`src/rtl/core/dec_pkg.sv`:
```
// Shared types and constants for the disc collision pipeline.
package dec_pkg;

  // Word widths of the interface fields.
  localparam int unsigned WordW  = 32;
  localparam int unsigned RadW   = 31;

  // The square root of a 64-bit radicand has 32 bits.
  localparam int unsigned RootW  = 32;

  // The unit normal and the mass weights are fractions with 30 bits below the point.
  localparam int unsigned NormSh = 30;
  localparam int unsigned QuoW   = NormSh + 1;
  localparam logic [QuoW-1:0] UnitN = QuoW'(1) << NormSh;

  // Lanes of the divider bank.
  localparam int unsigned LaneNx   = 0;
  localparam int unsigned LaneNy   = 1;
  localparam int unsigned LaneWa   = 2;
  localparam int unsigned LaneWb   = 3;
  localparam int unsigned NumLanes = 4;

  typedef logic signed [WordW-1:0] word_t;

  // Both discs' centers and velocities.
  typedef struct packed {
    word_t a_pos_x;
    word_t a_pos_y;
    word_t a_vel_x;
    word_t a_vel_y;
    word_t b_pos_x;
    word_t b_pos_y;
    word_t b_vel_x;
    word_t b_vel_y;
  } discs_t;

  // Context that rides along the square root stages.
  typedef struct packed {
    discs_t           discs;
    logic             hit;
    logic             dx_neg;
    logic             dy_neg;
    logic [RootW-1:0] adx;
    logic [RootW-1:0] ady;
    logic [RootW-1:0] rsum;
    logic [RadW-1:0]  ra;
    logic [RadW-1:0]  rb;
  } sq_side_t;

  // Context that rides along the divider stages.
  typedef struct packed {
    discs_t           discs;
    logic             hit;
    logic             dx_neg;
    logic             dy_neg;
    logic             d_zero;
    logic [RootW-1:0] ovl;
  } dv_side_t;

endpackage

```
`src/rtl/core/dec_isqrt.sv`:
```
// Pipelined integer square root, one result bit per stage.
module dec_isqrt
  import dec_pkg::*;
#(
  parameter type side_t = logic
) (
  input  logic               clk_i,
  input  logic               rst_ni,
  input  logic               en_i,
  input  logic               valid_i,
  input  logic [2*RootW-1:0] rad_i,
  input  side_t              side_i,
  output logic               valid_o,
  output logic [RootW-1:0]   root_o,
  output side_t              side_o
);

  localparam int unsigned RemW = RootW + 2;

  typedef struct packed {
    logic [RemW-1:0]    rem;
    logic [RootW-1:0]   root;
    logic [2*RootW-1:0] rad;
  } step_t;

  logic  v_in  [RootW+1];
  logic  v_q   [RootW];
  step_t st_in [RootW+1];
  step_t st_q  [RootW];
  side_t sd_in [RootW+1];
  side_t sd_q  [RootW];

  assign v_in[0]  = valid_i;
  assign st_in[0] = {RemW'(0), RootW'(0), rad_i};
  assign sd_in[0] = side_i;

  for (genvar k = 0; k < RootW; k++) begin : g_step
    logic [RemW+1:0] cur;
    logic [RemW+1:0] trial;
    logic            take;
    step_t           nxt;

    // Bring down the next two radicand bits and try the next root bit.
    assign cur   = {st_in[k].rem, st_in[k].rad[2*RootW-1 -: 2]};
    assign trial = {2'b00, st_in[k].root, 2'b01};
    assign take  = (cur >= trial);

    always_comb begin
      nxt.rem  = take ? RemW'(cur - trial) : RemW'(cur);
      nxt.root = {st_in[k].root[RootW-2:0], take};
      nxt.rad  = {st_in[k].rad[2*RootW-3:0], 2'b00};
    end

    always_ff @(posedge clk_i or negedge rst_ni) begin
      if (!rst_ni) begin
        v_q[k] <= 1'b0;
      end else if (en_i) begin
        v_q[k] <= v_in[k];
      end
    end

    always_ff @(posedge clk_i) begin
      if (en_i) begin
        st_q[k] <= nxt;
        sd_q[k] <= sd_in[k];
      end
    end

    assign v_in[k+1]  = v_q[k];
    assign st_in[k+1] = st_q[k];
    assign sd_in[k+1] = sd_q[k];
  end

  assign valid_o = v_in[RootW];
  assign root_o  = st_in[RootW].root;
  assign side_o  = sd_in[RootW];

  // The remainder never exceeds twice the root, or the root is too small.
  assert property (@(posedge clk_i) disable iff (!rst_ni)
    v_in[RootW] |-> (st_in[RootW].rem <= RemW'({st_in[RootW].root, 1'b0})))
    else $error("square root remainder out of bound");

endmodule

```
`config.mk`:
```
export PLATFORM = sky130hd
export DESIGN_NAME = dec_isqrt
export DESIGN_NICKNAME = d
export VERILOG_FILES = /design/src/rtl/core/dec_pkg.sv /design/src/rtl/core/dec_isqrt.sv
export SDC_FILE = /design/constraint.sdc
export NUM_CORES = 2
export LEC_CHECK = 0
export BUFFER_PORTS_ARGS = -buffer_cell sky130_fd_sc_hd__buf_4
export CAP_MARGIN = 10
export CORE_MARGIN = 3
export CORE_UTILIZATION = 45
export CTS_CLUSTER_DIAMETER = 60
export DETAILED_ROUTE_END_ITERATION = 16
export GPL_TIMING_DRIVEN = 0
export HOLD_SLACK_MARGIN = 0.1
export MAX_ROUTING_LAYER = met4
export SLEW_MARGIN = 10
export SYNTH_ARGS = -nofsm -noshare
export SYNTH_HDL_FRONTEND = slang
export SYNTH_MEMORY_MAX_BITS = 65536
export SYNTH_SLANG_ARGS = --single-unit
```
`constraint.sdc`:
```
create_clock -name clk_i -period 9.8 [get_ports clk_i]
set_input_delay 0.98 -clock clk_i [delete_from_list [all_inputs] [get_ports clk_i]]
set_output_delay 0.98 -clock clk_i [all_outputs]
set_load 0.01 [all_outputs]
```
Word-level counts from Yosys, hierarchy flattened
Memory sizes are Yosys's and may differ from the RTL's.
Index checks and enable logic that the tools add are counted.
{"block": "totals", "register_bits": 32, "ram_bits": 4128, "inputBits": 69, "memories": 2}
{"block": "classes", "n_addsub": 32, "order_cmp": 32, "muxes": 34}
{"memory": "st_q", "depth": 32, "width": 128, "rd": 32, "rd_clocked_by_memory_dff": 0, "write_ports": 32, "line_no": "dec_isqrt.sv:29", "text": "step_t st_q [RootW];"}
{"memory": "sd_q", "depth": 32, "width": 1, "rd": 32, "rd_clocked_by_memory_dff": 0, "write_ports": 32, "line_no": "dec_isqrt.sv:31", "text": "side_t sd_q [RootW];"}
{"op": ">= comparator 36 x 34 -> 1 bit", "count": 31}
{"op": "2-to-1 mux 34 bit", "count": 32}
{"op": "subtractor 34 bit", "count": 31}
{"op": "subtractor 2 x 1 -> 3 bit (second input constant)", "count": 1}
{"op": ">= comparator 2 x 1 -> 1 bit (second input constant)", "count": 1}
{"op": "2-to-1 mux 1 bit", "count": 2}

Logic depth before layout (Yosys ltp)
An unclocked memory read counts as a cell.
{"block": "depth", "word_depth": 3, "ltp_mapped": 16, "ltp_nobuf": 13}

Worst setup path after synthesis
Ideal clock, no wire load.
{"block": "synth_path", "path_kind": "reg2reg", "from": "memory st_q[3][734] (netlist bit)", "to": "memory st_q[3][877] (netlist bit) (data pin)", "arrival_time_ps": 3216, "t_required_ps": 9612, "path_slack_ps": 6395, "path_stages_with_launch": 15, "path_buffers": 3, "synth_period_minus_slack_ps": 3405, "path_cell_list": "edfxtp_1 -> ha_1 -> nor2b_1 -> o31a_1 -> o311ai_1 -> a21boi_0 -> o41a_1 -> a31oi_1 -> o31a_1 -> and3_1 -> clkbuf_1 -> buf_2 -> buf_1 -> nand2_1 -> o41ai_1"}
{"element": "from (decl)", "line_no": "dec_isqrt.sv:29"}

==> impl_metrics.toml <==
[clock_tree]
clkTransAtPathRegs_ns = 0.06
cts_resized = 0
cts_buffers = 294
clk_path_buf_depth = 4
post-cts-setup-buffer-count = 0
root_buffer = "clkbuf_16"
clk_latency_ns = 0.88
hold_buffers = 1
cts_tree = "yes"
htree_levels = 5
cts_sinks = 2587

[synthesis]
ys_types = 93
seq_area_frac_synth = 0.6489
syn_nets = 9820
async_flop_share = 0.01237
post-synth-top-area-cell = "edfxtp_1"
ys.flop_type = "edfxtp_1"
synthTopCellsByArea = "edfxtp_1 (64%), ha_1 (5.9%), xnor2_1 (3.2%)"
synth_seq_cells = 2587
syn-cell-area_um2 = 119500
synth-edff-count = 2555
synth_top_area_frac = 0.6422
yosysMostFrequentCell = "edfxtp_1"
avgSynthCellArea_um2 = 13.00
synthesis.instances = 9189
yosys-top-cells-count = "edfxtp_1 (2555), inv_1 (725), nor2_1 (597)"
yosys_warnings = 0

[detailed_routing]
avgViaCountPerCell = 5.338
drt_first_pass_iters = 7
wl_per_cell_um = 18.94
drc = 0
final_antenna_net_count = 0
routed_wl_um = 252900
dr.first_iter.drc_count = 5471
vias = 71280

[finish]
nets = 10230
final_area_um2 = 134600
area_growth_pct = 12.64
fin_util = 0.5113
layout-drive-gt1-share = 0.07698

[critical_path]
r2r_cells = 13
cp_num_buf_inv = 3
cp_max_fo = 10
critPathTopFamily = "compound AO/OA/AOI/OAI gates"
crit_arrival_ns = 5.95
path_depth = 13
endpoint_kind = "flop"
critPathMaxStageDelay_ns = 0.84
crit_required_ns = 10.36
worstSetupPathType = "reg -> reg"
slowest_stage = "o41ai_1"
cp_cell_sequence = "inv_1, ha_1, nor2b_1, o21ai_0, a21oi_1, o41ai_1, o21ai_0, a21oi_1, a21oi_1, o22ai_1, clkbuf_1, buf_1, o21ai_0"
critPathLaunchType = "flop"

[floorplanning]
start_util = 0.4539
pin_count = 103
die_w_um = 521.3
die_area_um2 = 271700
coreArea_um2 = 263200
chipHeight_um = 521.3
row_count = 188

[global_routing]
grt_pass1_vias = 70380
gr-total-overflow = 0
grt_max_degree = 180
grt_usage = 0.1880
grt_first_pass_wirelength_um = 394900
grt_antenna_before_repair = 2

[hold_path]
holdPathStages = 1
min_path_type = "in -> reg"

[placement]
placed_area_um2 = 125100
hpwl_um = 183100
port_buffers = 102
place_congestion = 0.8804

[power]
irDropWorstVdd_mv = 0.1511
power_density_nw_per_um2 = 237.7
total_power_w = 0.03199
leakagePower_nw = 51.17

[outcome]
status = "finished, final reports clean"

[timing]
setup_violations = 0
rsz0062_at_grt = "no"
final_hold_viol_count = 0
final.setup.tns_ns = 0
timing.final.crit_share = 0.5495
max_freq_mhz = 185.7
fin_hold_ws_ns = 0.2682
worst_pin_slew_ns = 1.249
maxSlewHeadroom = 0.1668
period_minus_slack_ns = 5.385
slew_viol_final = 0
clock_skew_ns = 0.04231

[flow_run]
drv_cap = 0
through the flow:
step	setup slack, ns	instances
after CTS	4.437	13350
after floorplan	6.395	9189
final	4.415	13350
after global placement	-14.90	12810
after detailed placement	4.496	12820
after global routing	4.001	13350
logic make-up (layout without fill, tap and decap cells):
group | Yosys count | after routing | share of synthesized area
buf+inv | 922 | 1567 | 0.02916
xor+xnor | 845 | 845 | 0.06194
fa+ha+maj | 562 | 562 | 0.05886
compound gates | 1817 | 1817 | 0.09357
simple gates | 2331 | 2331 | 0.09594
mux | 124 | 124 | 0.01162
flops | 2587 | 2587 | 0.6489
other cells | 1 | 5 | 0.00003139
area by class of cell:
| cell class | count | area, µm² |
|---|---|---|
| Antenna cell | 4 | 10.01 |
| Buffer | 190 | 735.7 |
| Clock buffer | 357 | 7899 |
| Clock inverter | 170 | 1582 |
| Fill cell | 22440 | 128600 |
| Inverter | 732 | 2748 |
| Multi-Input combinational cell | 5680 | 38470 |
| Sequential cell | 2587 | 77520 |
| Tap cell | 3515 | 4398 |
| Timing Repair Buffer | 118 | 1209 |
metal layers:
metal / up-vias / global-route usage / routed length [µm]
met2: 1347 / 0.3142 / 125100
met5: - / - / 0
met3: 472 / 0.01974 / 8898
met1: 34670 / 0.2426 / 111400
met4: 0 / 0.05744 / 7470
li1: 34790 / - / -
path summary, 6_finish.rpt:
| kind | start | to | slack [ns] |
|---|---|---|---|
| hold / removal | rad_i[18] | st_q[0][18] | 0.27 |
| hold reg to reg | st_q[1][280] | st_q[1][410] | 0.39 |
| max in group asynchronous | rst_ni | v_in[31] | 8.92 |
| setup / recovery | st_q[3][574] | st_q[3][764] | 4.41 |
| min in group asynchronous | rst_ni | v_in[10] | 0.59 |
| setup reg to reg | st_q[3][574] | st_q[3][764] | 4.41 |
power breakdown:
group	leakage [nW]	internal (W)	switching [W]
Sequential	25.0	0.0140	0.000918
Clock	4.60	0.00629	0.00441
Combinational	21.6	0.00262	0.00374
sequential cells by signal, summed over array words and instances (netlist names):
| name | count |
|---|---|
| st_q | 2523 |
| sd_q | 32 |
| v_in | 31 |
| valid_o | 1 |
cells in the final DEF, fill, tap and decap left out, types with 55 or more instances in the layout:
| cell type | count |
|---|---|
| o21bai_1 | 63 |
| nor4_1 | 115 |
| o21ai_0 | 474 |
| nor2b_1 | 77 |
| inv_1 | 725 |
| a31oi_1 | 57 |
| xnor2_1 | 435 |
| o21a_1 | 108 |
| clkbuf_1 | 212 |
| edfxtp_1 | 2555 |
| xor2_1 | 410 |
| nand3_1 | 140 |
| nor3_1 | 218 |
| clkinv_1 | 60 |
| a21oi_1 | 572 |
| buf_4 | 102 |
| or3_1 | 96 |
| clkbuf_16 | 306 |
| a21o_1 | 237 |
| mux2_2 | 118 |
| nand2b_1 | 102 |
| nor2_1 | 597 |
| ha_1 | 562 |
| nand2_1 | 588 |
| or2_2 | 55 |
| nand4_1 | 117 |
No activity file was read; power rests on OpenSTA's default activity.
